## src/hdl/npd_pkg.sv

```systemverilog
// Shared types and constants for the nested priority task dispatcher.
// Holds function codes, result status codes and the cell operation types.
// No dependencies.
package npd_pkg;

  // Fixed field widths of the transaction ports.
  localparam int FUNC_W     = 2;
  localparam int IN_PRIO_W  = 8;
  localparam int ID_W       = 8;
  localparam int STATUS_W   = 3;
  localparam int OUT_PRIO_W = 8;
  localparam int OUT_LVL_W  = 9;
  localparam int OUT_CNT_W  = 5;

  // Function codes carried on in_func.
  localparam logic [FUNC_W-1:0] FUNC_ENQUEUE  = 2'd0;
  localparam logic [FUNC_W-1:0] FUNC_DISPATCH = 2'd1;
  localparam logic [FUNC_W-1:0] FUNC_COMPLETE = 2'd2;

  // Result status codes carried on out_status.
  localparam logic [STATUS_W-1:0] ST_ENQUEUED   = 3'd0;
  localparam logic [STATUS_W-1:0] ST_FULL       = 3'd1;
  localparam logic [STATUS_W-1:0] ST_DISPATCHED = 3'd2;
  localparam logic [STATUS_W-1:0] ST_NONE       = 3'd3;
  localparam logic [STATUS_W-1:0] ST_COMPLETED  = 3'd4;
  localparam logic [STATUS_W-1:0] ST_NOTHING    = 3'd5;

  // Operation broadcast to every queue cell in a cycle.
  typedef enum logic [1:0] {
    Q_HOLD,
    Q_INSERT,
    Q_SHIFT_OUT
  } qop_t;

  // Operation broadcast to every level stack cell in a cycle.
  typedef enum logic [1:0] {
    S_HOLD,
    S_PUSH,
    S_POP
  } sop_t;

endpackage

```

## src/hdl/npd_queue_cell.sv

```systemverilog
// One entry of the sorted pending-task queue.
// Depends on npd_pkg for the queue operation type.
// Inserts based on its own compare and its left neighbor, shifts in its right neighbor's entry, or holds.
module npd_queue_cell #(
  parameter int PRIO_W = 8
) (
  input  logic                    clk,
  input  npd_pkg::qop_t           op,
  input  logic                    occupied,
  input  logic                    left_stays,
  input  logic [PRIO_W-1:0]       left_prio,
  input  logic [npd_pkg::ID_W-1:0] left_id,
  input  logic [PRIO_W-1:0]       right_prio,
  input  logic [npd_pkg::ID_W-1:0] right_id,
  input  logic [PRIO_W-1:0]       new_prio,
  input  logic [npd_pkg::ID_W-1:0] new_id,
  output logic                    stays,
  output logic [PRIO_W-1:0]       prio,
  output logic [npd_pkg::ID_W-1:0] id
);
  import npd_pkg::*;

  logic [PRIO_W-1:0] prio_r;
  logic [ID_W-1:0]   id_r;

  // An occupied entry of equal or more urgent priority stays ahead of a new task.
  assign stays = occupied && (prio_r <= new_prio);
  assign prio  = prio_r;
  assign id    = id_r;

  always_ff @(posedge clk) begin
    unique case (op)
      Q_INSERT: begin
        if (!stays) begin
          if (left_stays) begin
            prio_r <= new_prio;
            id_r   <= new_id;
          end else begin
            prio_r <= left_prio;
            id_r   <= left_id;
          end
        end
      end
      Q_SHIFT_OUT: begin
        prio_r <= right_prio;
        id_r   <= right_id;
      end
      default: begin
        prio_r <= prio_r;
        id_r   <= id_r;
      end
    endcase
  end

endmodule

```

## src/hdl/npd_stack_cell.sv

```systemverilog
// One entry of the preempted-level stack, kept as a shift chain with its top at cell zero.
// Depends on npd_pkg for the stack operation type.
module npd_stack_cell #(
  parameter int LEVEL_W = 9
) (
  input  logic               clk,
  input  npd_pkg::sop_t      op,
  input  logic [LEVEL_W-1:0] push_level,
  input  logic [LEVEL_W-1:0] pop_level,
  output logic [LEVEL_W-1:0] level
);
  import npd_pkg::*;

  logic [LEVEL_W-1:0] level_r;

  assign level = level_r;

  always_ff @(posedge clk) begin
    unique case (op)
      S_PUSH:  level_r <= push_level;
      S_POP:   level_r <= pop_level;
      default: level_r <= level_r;
    endcase
  end

endmodule

```

## src/hdl/nested_priority_task_dispatcher_unit.sv

```systemverilog
// Top level of the nested priority task dispatcher.
// Depends on npd_pkg, npd_queue_cell and npd_stack_cell.
// Holds the fill and nesting counters, the running level and the result register.
module nested_priority_task_dispatcher_unit #(
  parameter int QUEUE_DEPTH = 16,
  parameter int NEST_DEPTH  = 16,
  parameter int PRIO_BITS   = 8
) (
  input  logic                          clk,
  input  logic                          rst_n,
  input  logic                          start,
  output logic                          busy,
  input  logic [npd_pkg::FUNC_W-1:0]    in_func,
  input  logic [npd_pkg::IN_PRIO_W-1:0] in_task_priority,
  input  logic [npd_pkg::ID_W-1:0]      in_task_id,
  output logic                          out_valid,
  output logic [npd_pkg::STATUS_W-1:0]  out_status,
  output logic [npd_pkg::ID_W-1:0]      out_task_id,
  output logic [npd_pkg::OUT_PRIO_W-1:0] out_priority,
  output logic [npd_pkg::OUT_LVL_W-1:0] out_running_level,
  output logic [npd_pkg::OUT_CNT_W-1:0] out_pending_count
);
  // This block keeps a queue of pending tasks sorted by priority (smaller is more
  // urgent, equal priorities leave in arrival order) and a stack of preempted
  // running levels. A transaction is accepted at a rising edge where start is high
  // and busy is low; busy is high during reset and clears at the first rising edge
  // after reset is released. The queue is a chain of cells that all compare their
  // entry against the new priority at once and shift left, right or hold in the
  // same cycle, and the level stack is a second chain that shifts on push and pop,
  // so a new transaction may be issued in every cycle while busy is low.
  // Exactly one result follows each transaction, on the cycle after its
  // acceptance, marked by a single cycle out_valid strobe. The receiver cannot
  // stall: a result must be captured in the cycle it is shown. The running level
  // reads as two to the power PRIO_BITS while no task runs. Only the low PRIO_BITS
  // bits of in_task_priority are used.
  import npd_pkg::*;

  localparam int PW     = PRIO_BITS;
  localparam int LVL_W  = PRIO_BITS + 1;
  localparam int FILL_W = $clog2(QUEUE_DEPTH + 1);
  localparam int DEPTH_W = $clog2(NEST_DEPTH + 1);
  localparam logic [LVL_W-1:0] IDLE_LEVEL = {1'b1, {PW{1'b0}}};

  logic accept;

  logic               busy_r;
  logic [FILL_W-1:0]  fill_r, fill_nxt;
  logic [DEPTH_W-1:0] depth_r, depth_nxt;
  logic [LVL_W-1:0]   level_r, level_nxt;

  logic                 out_valid_r;
  logic [STATUS_W-1:0]  status_r, status_nxt;
  logic [ID_W-1:0]      oid_r, oid_nxt;
  logic [OUT_PRIO_W-1:0] oprio_r, oprio_nxt;
  logic [OUT_LVL_W-1:0] olevel_r, olevel_nxt;
  logic [OUT_CNT_W-1:0] ocount_r, ocount_nxt;

  qop_t q_op;
  sop_t s_op;

  logic [PW+IN_PRIO_W-1:0] in_prio_ext;
  logic [PW-1:0]           new_prio;
  logic [PW+OUT_PRIO_W-1:0] head_prio_ext;
  logic [LVL_W+OUT_LVL_W-1:0] level_ext;
  logic [FILL_W+OUT_CNT_W-1:0] fill_ext;

  logic [PW-1:0]    q_prio [QUEUE_DEPTH];
  logic [ID_W-1:0]  q_id   [QUEUE_DEPTH];
  logic             q_stays [QUEUE_DEPTH];
  logic             q_occ   [QUEUE_DEPTH];
  logic [LVL_W-1:0] s_level [NEST_DEPTH];

  logic dispatch_ok;

  assign accept = start && !busy_r;
  assign busy   = busy_r;

  // Priorities are taken modulo two to the power PRIO_BITS.
  assign in_prio_ext = {{PW{1'b0}}, in_task_priority};
  assign new_prio    = in_prio_ext[PW-1:0];

  // Queue chain: cell zero is the head. Cell zero sees a left neighbor that always
  // stays, so an insert in front of everything lands there.
  for (genvar i = 0; i < QUEUE_DEPTH; i++) begin : g_queue
    logic          left_stays;
    logic [PW-1:0] left_prio;
    logic [ID_W-1:0] left_id;
    logic [PW-1:0] right_prio;
    logic [ID_W-1:0] right_id;

    assign q_occ[i] = (FILL_W'(i) < fill_r);

    if (i == 0) begin : g_first
      assign left_stays = 1'b1;
      assign left_prio  = new_prio;
      assign left_id    = in_task_id;
    end else begin : g_inner
      assign left_stays = q_stays[i-1];
      assign left_prio  = q_prio[i-1];
      assign left_id    = q_id[i-1];
    end

    if (i == QUEUE_DEPTH - 1) begin : g_last
      assign right_prio = q_prio[i];
      assign right_id   = q_id[i];
    end else begin : g_body
      assign right_prio = q_prio[i+1];
      assign right_id   = q_id[i+1];
    end

    npd_queue_cell #(
      .PRIO_W (PW)
    ) u_cell (
      .clk        (clk),
      .op         (q_op),
      .occupied   (q_occ[i]),
      .left_stays (left_stays),
      .left_prio  (left_prio),
      .left_id    (left_id),
      .right_prio (right_prio),
      .right_id   (right_id),
      .new_prio   (new_prio),
      .new_id     (in_task_id),
      .stays      (q_stays[i]),
      .prio       (q_prio[i]),
      .id         (q_id[i])
    );
  end

  // Level stack chain: cell zero holds the most recently preempted level.
  for (genvar j = 0; j < NEST_DEPTH; j++) begin : g_stack
    logic [LVL_W-1:0] push_level;
    logic [LVL_W-1:0] pop_level;

    if (j == 0) begin : g_top
      assign push_level = level_r;
    end else begin : g_below
      assign push_level = s_level[j-1];
    end

    if (j == NEST_DEPTH - 1) begin : g_bottom
      assign pop_level = s_level[j];
    end else begin : g_above
      assign pop_level = s_level[j+1];
    end

    npd_stack_cell #(
      .LEVEL_W (LVL_W)
    ) u_cell (
      .clk        (clk),
      .op         (s_op),
      .push_level (push_level),
      .pop_level  (pop_level),
      .level      (s_level[j])
    );
  end

  // A dispatch needs a pending head that is strictly more urgent than the running
  // level and room on the stack for the level it preempts.
  assign dispatch_ok = (fill_r != '0) && ({1'b0, q_prio[0]} < level_r) &&
                       (depth_r != DEPTH_W'(NEST_DEPTH));

  assign head_prio_ext = {{OUT_PRIO_W{1'b0}}, q_prio[0]};

  always_comb begin
    q_op       = Q_HOLD;
    s_op       = S_HOLD;
    fill_nxt   = fill_r;
    depth_nxt  = depth_r;
    level_nxt  = level_r;
    status_nxt = ST_NONE;
    oid_nxt    = '0;
    oprio_nxt  = '0;
    if (accept) begin
      unique case (in_func)
        FUNC_ENQUEUE: begin
          if (fill_r == FILL_W'(QUEUE_DEPTH)) begin
            status_nxt = ST_FULL;
          end else begin
            q_op       = Q_INSERT;
            fill_nxt   = fill_r + 1'b1;
            status_nxt = ST_ENQUEUED;
          end
        end
        FUNC_DISPATCH: begin
          if (dispatch_ok) begin
            q_op       = Q_SHIFT_OUT;
            s_op       = S_PUSH;
            fill_nxt   = fill_r - 1'b1;
            depth_nxt  = depth_r + 1'b1;
            level_nxt  = {1'b0, q_prio[0]};
            status_nxt = ST_DISPATCHED;
            oid_nxt    = q_id[0];
            oprio_nxt  = head_prio_ext[OUT_PRIO_W-1:0];
          end
        end
        FUNC_COMPLETE: begin
          if (depth_r == '0) begin
            status_nxt = ST_NOTHING;
          end else begin
            s_op       = S_POP;
            depth_nxt  = depth_r - 1'b1;
            level_nxt  = s_level[0];
            status_nxt = ST_COMPLETED;
          end
        end
        default: begin
          status_nxt = ST_NONE;
        end
      endcase
    end
  end

  assign level_ext  = {{OUT_LVL_W{1'b0}}, level_nxt};
  assign fill_ext   = {{OUT_CNT_W{1'b0}}, fill_nxt};
  assign olevel_nxt = level_ext[OUT_LVL_W-1:0];
  assign ocount_nxt = fill_ext[OUT_CNT_W-1:0];

  always_ff @(posedge clk) begin
    if (!rst_n) begin
      busy_r      <= 1'b1;
      fill_r      <= '0;
      depth_r     <= '0;
      level_r     <= IDLE_LEVEL;
      out_valid_r <= 1'b0;
    end else begin
      busy_r      <= 1'b0;
      fill_r      <= fill_nxt;
      depth_r     <= depth_nxt;
      level_r     <= level_nxt;
      out_valid_r <= accept;
    end
  end

  // Result payload registers; they need no reset because out_valid qualifies them.
  always_ff @(posedge clk) begin
    if (accept) begin
      status_r <= status_nxt;
      oid_r    <= oid_nxt;
      oprio_r  <= oprio_nxt;
      olevel_r <= olevel_nxt;
      ocount_r <= ocount_nxt;
    end
  end

  assign out_valid         = out_valid_r;
  assign out_status        = status_r;
  assign out_task_id       = oid_r;
  assign out_priority      = oprio_r;
  assign out_running_level = olevel_r;
  assign out_pending_count = ocount_r;

  // The fill count never passes the number of queue cells.
  a_fill_bound: assert property (@(posedge clk) disable iff (!rst_n)
    fill_r <= FILL_W'(QUEUE_DEPTH))
    else $error("pending fill exceeds queue depth");

  // The nesting depth never passes the number of stack cells.
  a_depth_bound: assert property (@(posedge clk) disable iff (!rst_n)
    depth_r <= DEPTH_W'(NEST_DEPTH))
    else $error("nesting depth exceeds stack depth");

  // The two front entries of the queue are always in priority order.
  a_head_sorted: assert property (@(posedge clk) disable iff (!rst_n)
    q_occ[1] |-> (q_prio[0] <= q_prio[1]))
    else $error("queue head out of priority order");

  // With nothing preempted the block must be idle.
  a_idle_when_empty: assert property (@(posedge clk) disable iff (!rst_n)
    (depth_r == '0) |-> (level_r == IDLE_LEVEL))
    else $error("running level not idle with an empty stack");

  // A dispatch result reports the new running level as the dispatched priority.
  a_dispatch_level: assert property (@(posedge clk) disable iff (!rst_n)
    (out_valid_r && (status_r == ST_DISPATCHED)) |->
      (olevel_r[OUT_PRIO_W-1:0] == oprio_r))
    else $error("dispatch result level differs from dispatched priority");

endmodule
```

## config.mk

```make
export PLATFORM = sky130hd
export DESIGN_NAME = nested_priority_task_dispatcher_unit
export DESIGN_NICKNAME = d
export VERILOG_FILES = /design/src/hdl/npd_pkg.sv /design/src/hdl/npd_queue_cell.sv /design/src/hdl/npd_stack_cell.sv /design/src/hdl/nested_priority_task_dispatcher_unit.sv
export SDC_FILE = /design/constraint.sdc
export NUM_CORES = 1
export LEC_CHECK = 0
export ABC_AREA = 1
export BUFFER_PORTS_ARGS = -buffer_cell sky130_fd_sc_hd__buf_2
export CAP_MARGIN = 20
export CORE_UTILIZATION = 45
export CTS_CLUSTER_DIAMETER = 150
export DETAILED_ROUTE_END_ITERATION = 8
export SLEW_MARGIN = 10
export SYNTH_ARGS = -nofsm -noshare
export SYNTH_HDL_FRONTEND = slang
export SYNTH_SLANG_ARGS = --single-unit
```

## constraint.sdc

```tcl
create_clock -name clk -period 14.5 [get_ports clk]
set_clock_uncertainty 0.05 [all_clocks]
set_input_delay 1.45 -clock clk [delete_from_list [all_inputs] [get_ports clk]]
set_output_delay 1.45 -clock clk [all_outputs]
set_load 0.1 [all_outputs]
```

==> reports/metrics.yaml, run 1 <==
timing:
  fin_setup_tns_ps: 0
  setup_slack_ps: 9170
  drv_slew: 0
  tightest_slew_ps: 1160
  relSlewSlack_pct: 22.3
  fmax_ghz: 0.188
  setup_viol: 0
  finalHoldViolations: 0
  post-route-min-period_ps: 5330
  grt_setup_unrepaired: "no"
  fin_crit_sh_pct: 36.8
detailed_routing:
  num_vias: 20500
  postRouteAntennaNets: 0
  wl_per_cell_um: 18.5
  first_iter_violations: 1676
  totalWireLength_um: 70100
  via_per_inst: 5.41
  dr.pass1.iters: 7
  drc_errors: 0
setup_path:
  cp_data_required_time_ps: 14760
  worst_r2r_endpoint: "g_queue[0].u_cell.id[7]"
  reg2reg_depth: 12
  r2r_slack_ps: 9580
  reg2reg_from: "g_queue[0].u_cell.prio[6]"
  worstPathMaxFanout: 131
  crit_arrival_ps: 5590
  cp-end-kind: "flip-flop"
  startpoint_type: "input pin"
  crit_type: "input pin to flip-flop"
power_and_ir_drop:
  peakVddDrop_mv: 0.0834
  p_per_area_mw_per_mm2: 110
  leakagePower_nw: 12.4
global_route:
  overflow: 0
  grt_pass1_wl_um: 109000
  grt_max_degree: 212
  grt_usage_pct: 24.4
  grt_pass1_vias: 19700
  antenna_found_initial: 1
finish:
  area_delta_synth_final_pct: 9.64
  multi_input_area_sq_mm: 0.0106
  seq_area_sq_mm: 0.0134
  drive_gt1_share_pct: 6.19
  fill_cells: 5318
  nets: 3167
  utilization_pct: 50.4
yosys:
  synth_xor_area_share_pct: 0.206
  ys_types: 39
  syn_area_sq_mm: 0.0255
  syn_area_per_cell_sq_um: 8.48
  synth-edff-count: 433
  synth_seq_area_share_pct: 52.6
  synth_most_common_cell: "nand2_1"
  syn-instance-count: 3011
  synth_top_area_share_pct: 50.9
  synth_mux_area_share_pct: 0.397
  synth_area_leaders: "edfxtp_1, nand2_1, ha_1, o21ai_0, inv_1"
  yosysWarnings: 0
  yosysTopAreaCell: "edfxtp_1"
  ys_ff_latch: 454
  synth_flop_cell: "edfxtp_1"
  synth_top_family_by_area: "simple AND/OR/NAND/NOR gates"
  synthSimpleGateAreaFrac_pct: 24.9
  synthesis.nets: 3181
  synth_compound_area_share_pct: 8.52
  synth_adder_area_share_pct: 7.33
  async_flop_share_pct: 0
  synth_top_cells_by_count: "nand2_1, edfxtp_1, o21ai_0, inv_1"
clocking:
  cts_resized: 0
  clkTransAtPathRegs_ps: 60
  cts_max_level: 2
  root_buffer: "clkbuf_16"
  worstSkewPairLatency_ps: 610
  clock-sinks: 454
  cts_tree: "done"
  post_cts_buffers: 0
  holdBufCountCts: 0
  cts_buffers: 50
  ctsLongestPathBuffers: 3
floorplanning:
  rows: 86
  start_util_pct: 46.0
  ios: 56
  coreArea_sq_mm: 0.0555
  dieWidth_um: 240
  die_h_um: 240
  dieArea_sq_mm: 0.0577
placed_design:
  pre_cts_slack_ps: 8660
  gp_congestion: 0.893
  io_buffers: 55
  hpwl_um: 49200
run_status:
  status: "finished clean"
hold_path:
  min_path_type: "flip-flop to flip-flop"
  hold_depth: 0
  hold_end: "g_stack[15].u_cell.level[1]"
  min_from: "g_stack[14].u_cell.level[1]"
run:
  drv_cap: 0
==> worst max path at each step <==
stage,startpoint,to,slack (ps),cells past startpoint
floorplan,start,g_stack[0].u_cell.level[0],8170,8
global placement,in_func[1],g_queue[0].u_cell.prio[7],8760,9
detailed placement,in_func[1],g_queue[0].u_cell.prio[7],8660,9
CTS,in_func[1],g_queue[0].u_cell.prio[7],9290,9
global route,in_func[1],g_queue[0].u_cell.id[7],8820,9
finish,in_func[1],g_queue[0].u_cell.id[7],9170,9
==> cell type report <==
class	count	share of cell area [%]
diodes	1	0.00894
flip-flops and latches	454	48.0
multi-input cells	2174	37.8
clock buffers	62	4.74
well taps	748	3.34
inverters	228	3.08
repair buffers	89	2.04
clock inverters	29	1.03
==> cells in the final DEF (no fill, tap or decap), types with 4 or more instances in the layout <==
cell type  netlist  layout
nand4_1         24      24
a21oi_1        139     139
mux2_2           9       9
bufinv_16        0       5
o211ai_1        21      21
nand2_1       1270    1270
o21ai_1          3      11
inv_1          215     214
nand3_1        148     148
inv_2            6       5
edfxtp_1       433     433
nor2_1         126     125
nor3_1           6       6
o21a_1           7       7
xor2_1           4       4
clkinv_1         7      17
dfxtp_1         21      21
ha_1           148     147
buf_2           46      55
clkbuf_16        0      51
o21ai_0        240     230
nand3b_1        12      12
clkbuf_1        83      10
buf_4           14      31
clkinv_2         0       8
==> sequential cells by signal (all words and copies together) (netlist names) <==
name	count
g_stack.u_cell.level	144
g_stack.push_level	9
out_task_id	8
depth_r	5
out_priority	8
g_queue.u_cell.prio	128
out_pending_count	5
out_running_level	9
out_status	3
g_queue.u_cell.id	128
fill_r	5
busy	1
out_valid	1
==> layer usage <==
layer | vias to the layer above | part of all wire, % | GRT usage [%]
met1 | 9757 | 42 | 31.6
met2 | 594 | 48 | 40.4
met5 | - | 0.014 | 0
met3 | 152 | 6.2 | 4.17
met4 | 2 | 3.6 | 9.79
li1 | 9984 | - | -
==> worst max-delay path, stage by stage <==
cell and delay [ps]:
buf_2 120, inv_1 70, ha_1 570, inv_1 280
nor2_8 250, nand3_4 560, inv_6 1010, buf_4 970
o21ai_0 170
==> report_power, final <==
part | internal [mW] | switching, mW
clock | 0.739 | 0.544
combinational | 0.0779 | 0.218
sequential | 1.47 | 0.0207
total | 2.29 | 0.782
==> kinds of logic (layout without fill, tap and decap cells) <==
| logic type | Yosys count | in the layout |
|---|---|---|
| AOI/OAI and AO/OA | 416 | 416 |
| xor gates and xnor gates | 6 | 6 |
| adders and majority gates | 149 | 149 |
| buffers and inverters | 383 | 408 |
| DFF | 454 | 454 |
| muxes | 9 | 9 |
| other | 0 | 1 |
| and+or+nand+nor | 1594 | 1594 |
==> through the flow <==
stage                     cells  hold WS (ps)  power, mW  area [sq um]
after floorplan            3011           377       1.72         25500
after global placement     3690           388       1.80         26300
after detailed placement   3691           391       1.81         26300
after CTS                  3782           408       3.09         27900
after global routing       3784           424       3.17         28000
final                      3785           402       3.07         28000
Note: power is estimated with default switching activity, not from simulation.
==> run 2, diff against run 1 <==
==> constraint.sdc (replaced) <==
create_clock -name clk -period 5.3 [get_ports clk]
set_clock_uncertainty 0.05 [all_clocks]
set_input_delay 0.53 -clock clk [delete_from_list [all_inputs] [get_ports clk]]
set_output_delay 0.53 -clock clk [all_outputs]
set_load 0.1 [all_outputs]
==> run 2 against run 1 <==
Sequential share of layout area decreased by 0.41 points; non-clock buffer count increased by 22; core utilization increased by 0.44 points; flip-flop and latch count unchanged; cell count increased by 0.69%; sequential power increased to 2.7 times the previous value; via count increased by 0.54%; combinational power increased to 2.8 times the previous value; routed wire length increased by 1.1%.
==> reports/metrics.yaml, run 2 (synthesis gave the netlist of run 1 again) <==
run_status:
  status: "finished clean"
timing:
  fin_setup_tns_ps: 0  # unchanged
  finalHoldViolations: 0  # unchanged
  tightest_slew_ps: 1000  # -165 ps
  fmax_ghz: 0.249
  grt_setup_unrepaired: "no"
  fin_crit_sh_pct: 75.7
  post-route-min-period_ps: 4010
  relSlewSlack_pct: 33.1  # +11 points
  drv_slew: 0  # unchanged
  setup_viol: 0  # unchanged
finish:
  utilization_pct: 50.8  # +0.44 points
  drive_gt1_share_pct: 6.96  # +0.76 points
  seq_area_sq_mm: 0.0134  # unchanged
  stdcell_count: 3811  # +0.69%
  layout_common_cells: "nand2_1, edfxtp_1, o21ai_0"
  area_delta_synth_final_pct: 10.6
  final_common_cell: "nand2_1"
  nets: 3190  # +0.73%
  largest_reg_flops: 144  # unchanged
  multi_input_area_sq_mm: 0.0106  # about the same
  fill_cells: 5346  # +0.53%
setup_path:
  slowest_stage: "nand2_1"
  critical_path.startpoint: "g_queue[0].u_cell.prio[4]"
  startpoint_type: "flip-flop"
  reg2reg_depth: 12  # unchanged
  cp_data_required_time_ps: 5420  # -9340 ps
  cpMostUsedCell: "nand2_1"
  crit_path_end: "g_queue[11].u_cell.id[5]"
  cp-end-kind: "flip-flop"
  r2r_slack_ps: 1290  # -8290 ps
  cp_slowest_stage_delay_ps: 650  # -360 ps
  worst_r2r_endpoint: "g_queue[11].u_cell.id[5]"
  crit_chain: "ha_1 -> nand2_1 -> nor2_1 -> nand2_1 -> nor2_1 -> nor2_2 -> nand3_4 -> nor2_8 -> nand3_4 -> buf_4 -> buf_12 -> nand2_1"
  worstPathMaxFanout: 163  # +24%
  crit_arrival_ps: 4140  # -1450 ps
  crit_type: "flip-flop to flip-flop"
  reg2reg_from: "g_queue[0].u_cell.prio[4]"
global_route:
  overflow: 0  # unchanged
  grt_pass1_wl_um: 112000  # +2.6%
  grt_usage_pct: 24.9  # +0.56 points
  antenna_found_initial: 1  # unchanged
  grt_max_degree: 164  # -23%
  grt_pass1_vias: 20200  # +2.6%
clocking:
  cts_buffers: 51  # +2.0%
  clock-sinks: 454  # unchanged
  ctsLongestPathBuffers: 3  # unchanged
  cts_max_level: 2  # unchanged
  holdBufCountCts: 0  # unchanged
  cts_resized: 0  # unchanged
  cts_tree: "done"
  post_cts_buffers: 0  # unchanged
  clkTransAtPathRegs_ps: 60  # about the same
  root_buffer: "clkbuf_16"
  worstSkewPairLatency_ps: 610  # about the same
floorplanning:
  die_h_um: 240  # unchanged
  dieWidth_um: 240  # unchanged
  start_util_pct: 46.0  # unchanged
  coreArea_sq_mm: 0.0555  # unchanged
  ios: 56  # unchanged
  dieArea_sq_mm: 0.0577  # unchanged
  rows: 86  # unchanged
detailed_routing:
  num_vias: 20600  # +0.54%
  via_per_inst: 5.41  # -0.14%
  dr.pass1.iters: 6  # -1
  first_iter_violations: 1737  # +3.6%
  postRouteAntennaNets: 0  # unchanged
  drc_errors: 0  # unchanged
  wl_per_cell_um: 18.6  # +0.42%
  totalWireLength_um: 70900  # +1.1%
hold_path:
  min_path_type: "input pin to flip-flop"
placed_design:
  io_buffers: 55  # unchanged
  hpwl_um: 49400  # +0.41%
  place_inst: 3715  # +0.65%
  gp_congestion: 0.892  # about the same
power_and_ir_drop:
  leakagePower_nw: 12.6  # +1.1%
  peakVddDrop_mv: 0.247  # +200%
  p_per_area_mw_per_mm2: 301  # +170%
run:
  drv_cap: 0  # unchanged
-- run 2: cell types whose count changed in the layout (fill, tap and decap cells not counted), sizes merged --
| cell | previous run | this run |
|---|---|---|
| buf | 89 | 111 |
| inv | 224 | 226 |
| clkinv | 25 | 26 |
| clkinvlp | 3 | 4 |
-- run 2: cell type report --
type | count | area share [%]
diodes | 1 | 0.00886
clock buffers | 62 | 4.78
clock inverters | 33 | 1.17
inverters | 228 | 3.06
multi-input cells | 2174 | 37.4
flip-flops and latches | 454 | 47.5
well taps | 748 | 3.32
repair buffers | 111 | 2.69
-- run 2: layer usage --
layer | share of wire, % | vias up | track usage, % | wire [um]
met1 | 42 | 9798 | 31.9 | 29600
met4 | 3.8 | 0 | 10.4 | 2690
met3 | 6.9 | 144 | 4.27 | 4890
li1 | - | 10000 | - | -
met5 | 0 | - | 0 | 0
met2 | 48 | 635 | 41.6 | 33700
-- run 2: report_power, final --
part | internal (mW) | switching [mW] | leakage [nW] | total (mW)
clock | 2.07 | 1.52 | 0.818 | 3.59
sequential | 4.02 | 0.0548 | 4.11 | 4.07
combinational | 0.221 | 0.604 | 7.62 | 0.825
total | 6.31 | 2.18 | 12.6 | 8.49
-- run 2: worst min-delay path by stage --
stage / to / startpoint / slack [ps] / cells past startpoint
2_1_floorplan: g_stack[15].u_cell.level[0] / g_stack[14].u_cell.level[0] / 380 / 0
3_3_place_gp: g_stack[15].u_cell.level[1] / g_stack[14].u_cell.level[1] / 380 / 0
3_5_place_dp: g_stack[15].u_cell.level[3] / g_stack[14].u_cell.level[3] / 380 / 0
4_1_cts: g_stack[0].push_level[8] / rst_n / 110 / 2
5_1_grt: g_stack[0].push_level[8] / rst_n / 140 / 2
6_report: g_stack[0].push_level[8] / rst_n / 140 / 2
-- run 2: critical path: cells and delay by family, from the launching register on --
family	cells	cell delay (ps)
buf+inv	2	1080
fa+ha+maj	1	340
simple gates	9	1430
flops	1	470
-- run 2: per-stage QoR --
stage                     setup slack, ps  total power, mW  hold WS (ps)  area (sq um)
after floorplan                       360             4.70           377         25500
after CTS                            1340             8.55           114         28200
after detailed placement             1210             4.97           385         26500
after global routing                 1010             8.78           141         28200
final                                1290             8.49           144         28200
after global placement               1300             4.95           381         26500
==> run 3, diff against run 2 <==
==> constraint.sdc (replaced) <==
create_clock -name clk -period 3.71 [get_ports clk]
set_clock_uncertainty 0.05 [all_clocks]
set_input_delay 0.371 -clock clk [delete_from_list [all_inputs] [get_ports clk]]
set_output_delay 0.371 -clock clk [all_outputs]
set_load 0.1 [all_outputs]
==> run 3 against run 2 <==
Critical path depth decreased by 1; combinational power increased by 45%; via count decreased by 0.50%; register-to-register slack worse by 820 ps; die area unchanged; core utilization increased by 0.80 points; first-iteration DRC count fell by 10%; clock power is 49% higher; non-clock buffer count increased by 35; global-route usage fell by 1.1 points; power is 46% higher; largest cell class unchanged; highest routed layer unchanged.
==> reports/metrics.yaml, run 3 (synthesis gave the netlist of run 1 again) <==
setup_path:
  r2r_slack_ps: 460  # -820 ps
  crit_chain: "inv_2 -> ha_1 -> inv_1 -> nor3_1 -> nand2_1 -> nand2_1 -> inv_1 -> nand3_1 -> buf_4 -> o21ai_1 -> buf_4"
  cp-end-kind: "flip-flop"
  cp_data_required_time_ps: 3940  # -1480 ps
  worst_r2r_endpoint: "g_queue[1].u_cell.id[0]"
  slowest_stage: "dfxtp_1"
  reg2reg_from: "fill_r[0]"
  worstPathMaxFanout: 12  # -93%
  critical_path.startpoint: "fill_r[0]"
  crit_buf_inv: 5  # +3
  crit_arrival_ps: 3480  # -660 ps
  startpoint_type: "flip-flop"
  crit_family: "buffers and inverters"
  cp_slowest_stage_delay_ps: 500  # -150 ps
  crit_cells: 11  # -1
  crit_type: "flip-flop to flip-flop"
  crit_path_end: "g_queue[1].u_cell.id[0]"
  reg2reg_depth: 11  # -1
finish:
  insertedDiodeCount: 0  # -1
  final_common_cell: "nand2_1"
  stdcell_count: 3844  # +0.87%
  utilization_pct: 51.6  # +0.80 points
  nets: 3225  # +1.1%
  area_delta_synth_final_pct: 12.3
  largest_reg_flops: 144  # unchanged
  layout_common_cells: "nand2_1, edfxtp_1, o21ai_0"
  drive_gt1_share_pct: 8.37  # +1.4 points
  fill_cells: 5354  # +0.15%
floorplanning:
  dieArea_sq_mm: 0.0577  # unchanged
  start_util_pct: 46.0  # unchanged
  die_h_um: 240  # unchanged
  dieWidth_um: 240  # unchanged
  rows: 86  # unchanged
  coreArea_sq_mm: 0.0555  # unchanged
  ios: 56  # unchanged
global_route:
  grt_pass1_vias: 19800  # -2.4%
  grt_usage_pct: 23.9  # -1.1 points
  grt_max_degree: 104  # -37%
  overflow: 0  # unchanged
  grt_pass1_wl_um: 108000  # -3.3%
  antenna_found_initial: 0  # -1
hold_path:
  min_path_type: "input pin to flip-flop"
timing:
  relSlewSlack_pct: 43.7  # +11 points
  post-route-min-period_ps: 3250  # -767 ps
  fin_setup_tns_ps: 0  # unchanged
  grt_setup_unrepaired: "no"
  fmax_ghz: 0.308  # +24%
  drv_slew: 0  # unchanged
  tightest_slew_ps: 843  # -157 ps
  hold_slack_ps: 188  # +44.2 ps
  finalHoldViolations: 0  # unchanged
  setup_viol: 0  # unchanged
  fin_crit_sh_pct: 87.5  # +12 points
  setup_slack_ps: 464  # -823 ps
detailed_routing:
  via_per_inst: 5.33  # -1.4%
  first_iter_violations: 1559  # -10%
  drc_errors: 0  # unchanged
  wl_per_cell_um: 17.8  # -4.5%
  postRouteAntennaNets: 0  # unchanged
  dr.pass1.iters: 5  # -1
  totalWireLength_um: 68300  # -3.6%
  num_vias: 20500  # -0.50%
placed_design:
  io_buffers: 55  # unchanged
  pre_cts_slack_ps: 547  # -660 ps
  gp_congestion: 0.889  # -0.39%
  hpwl_um: 47800  # -3.2%
  place_inst: 3749  # +0.92%
clocking:
  root_buffer: "clkbuf_16"
  clock-sinks: 454  # unchanged
  clkTransAtPathRegs_ps: 60  # about the same
  cts_tree: "done"
  worstSkewPairLatency_ps: 590  # -20 ps
  post_cts_buffers: 0  # unchanged
  ctsLongestPathBuffers: 3  # unchanged
  cts_max_level: 2  # unchanged
  cts_buffers: 51  # unchanged
run:
  drv_cap: 0  # unchanged
run_status:
  status: "finished clean"
power_and_ir_drop:
  leakagePower_nw: 12.8  # +1.8%
  peakVddDrop_mv: 0.454  # +84%
  p_per_area_mw_per_mm2: 431  # +43%
run 3: changes by cell type in the layout (fill, tap and decap cells not counted), moves of 3 or more:
cell / change
clkinvlp_4: +3
buf_4: +29
clkbuf_1: -6
buf_12: +5
bufinv_16: +4
run 3: final cells by class:
| type | count | area [sq um] | area share [%] |
|---|---|---|---|
| Sequential cell | 454 | 13400 | 46.8 |
| Tap cell | 748 | 936 | 3.26 |
| Clock buffer | 56 | 1320 | 4.59 |
| Inverter | 228 | 865 | 3.02 |
| Clock inverter | 38 | 439 | 1.53 |
| Timing Repair Buffer | 146 | 1090 | 3.79 |
| Multi-Input combinational cell | 2174 | 10600 | 37.0 |
run 3: power breakdown:
| part | internal, mW | total (mW) | switching, mW | leakage (nW) |
|---|---|---|---|---|
| Sequential | 5.74 | 5.81 | 0.0713 | 4.11 |
| Clock | 3.19 | 5.36 | 2.17 | 0.848 |
| Combinational | 0.339 | 1.20 | 0.860 | 7.82 |
run 3: worst min-delay path by stage:
| stage | from | to | slack (ps) | depth (start not counted) |
|---|---|---|---|---|
| 6_report | in_func[1] | out_status[1] | 190 | 4 |
| 3_5_place_dp | g_stack[14].u_cell.level[5] | g_stack[15].u_cell.level[5] | 390 | 0 |
| 4_1_cts | in_func[1] | out_status[1] | 150 | 4 |
| 3_3_place_gp | g_stack[14].u_cell.level[5] | g_stack[15].u_cell.level[5] | 390 | 0 |
| 5_1_grt | in_func[1] | out_status[1] | 190 | 4 |
| 2_1_floorplan | g_stack[14].u_cell.level[0] | g_stack[15].u_cell.level[0] | 380 | 0 |
run 3: worst min-delay path, cell delays in order:
cell     delay [ps]
buf_2           110
ha_1            140
inv_1            50
nand2_1          60
run 3: metrics by stage:
stage               power, mW  area (sq um)
floorplan                6.72         25600
global placement         7.08         26900
detailed placement       7.11         26900
CTS                      12.5         28700
global route             12.8         28700
finish                   12.4         28700
run 3: metal layers:
| metal | routed length, um | vias up | global-route usage (%) |
|---|---|---|---|
| met3 | 3940 | 115 | 3.15 |
| met2 | 31500 | 596 | 38.9 |
| li1 | - | 10100 | - |
| met5 | 0 | - | 0 |
| met1 | 30800 | 9692 | 32.7 |
| met4 | 1970 | 0 | 7.86 |
run 3: timing repair:
action	4_1_cts	5_1_grt
gates resized for setup	0	0
endpoints found under the hold margin	1	0
hold buffers	1	0
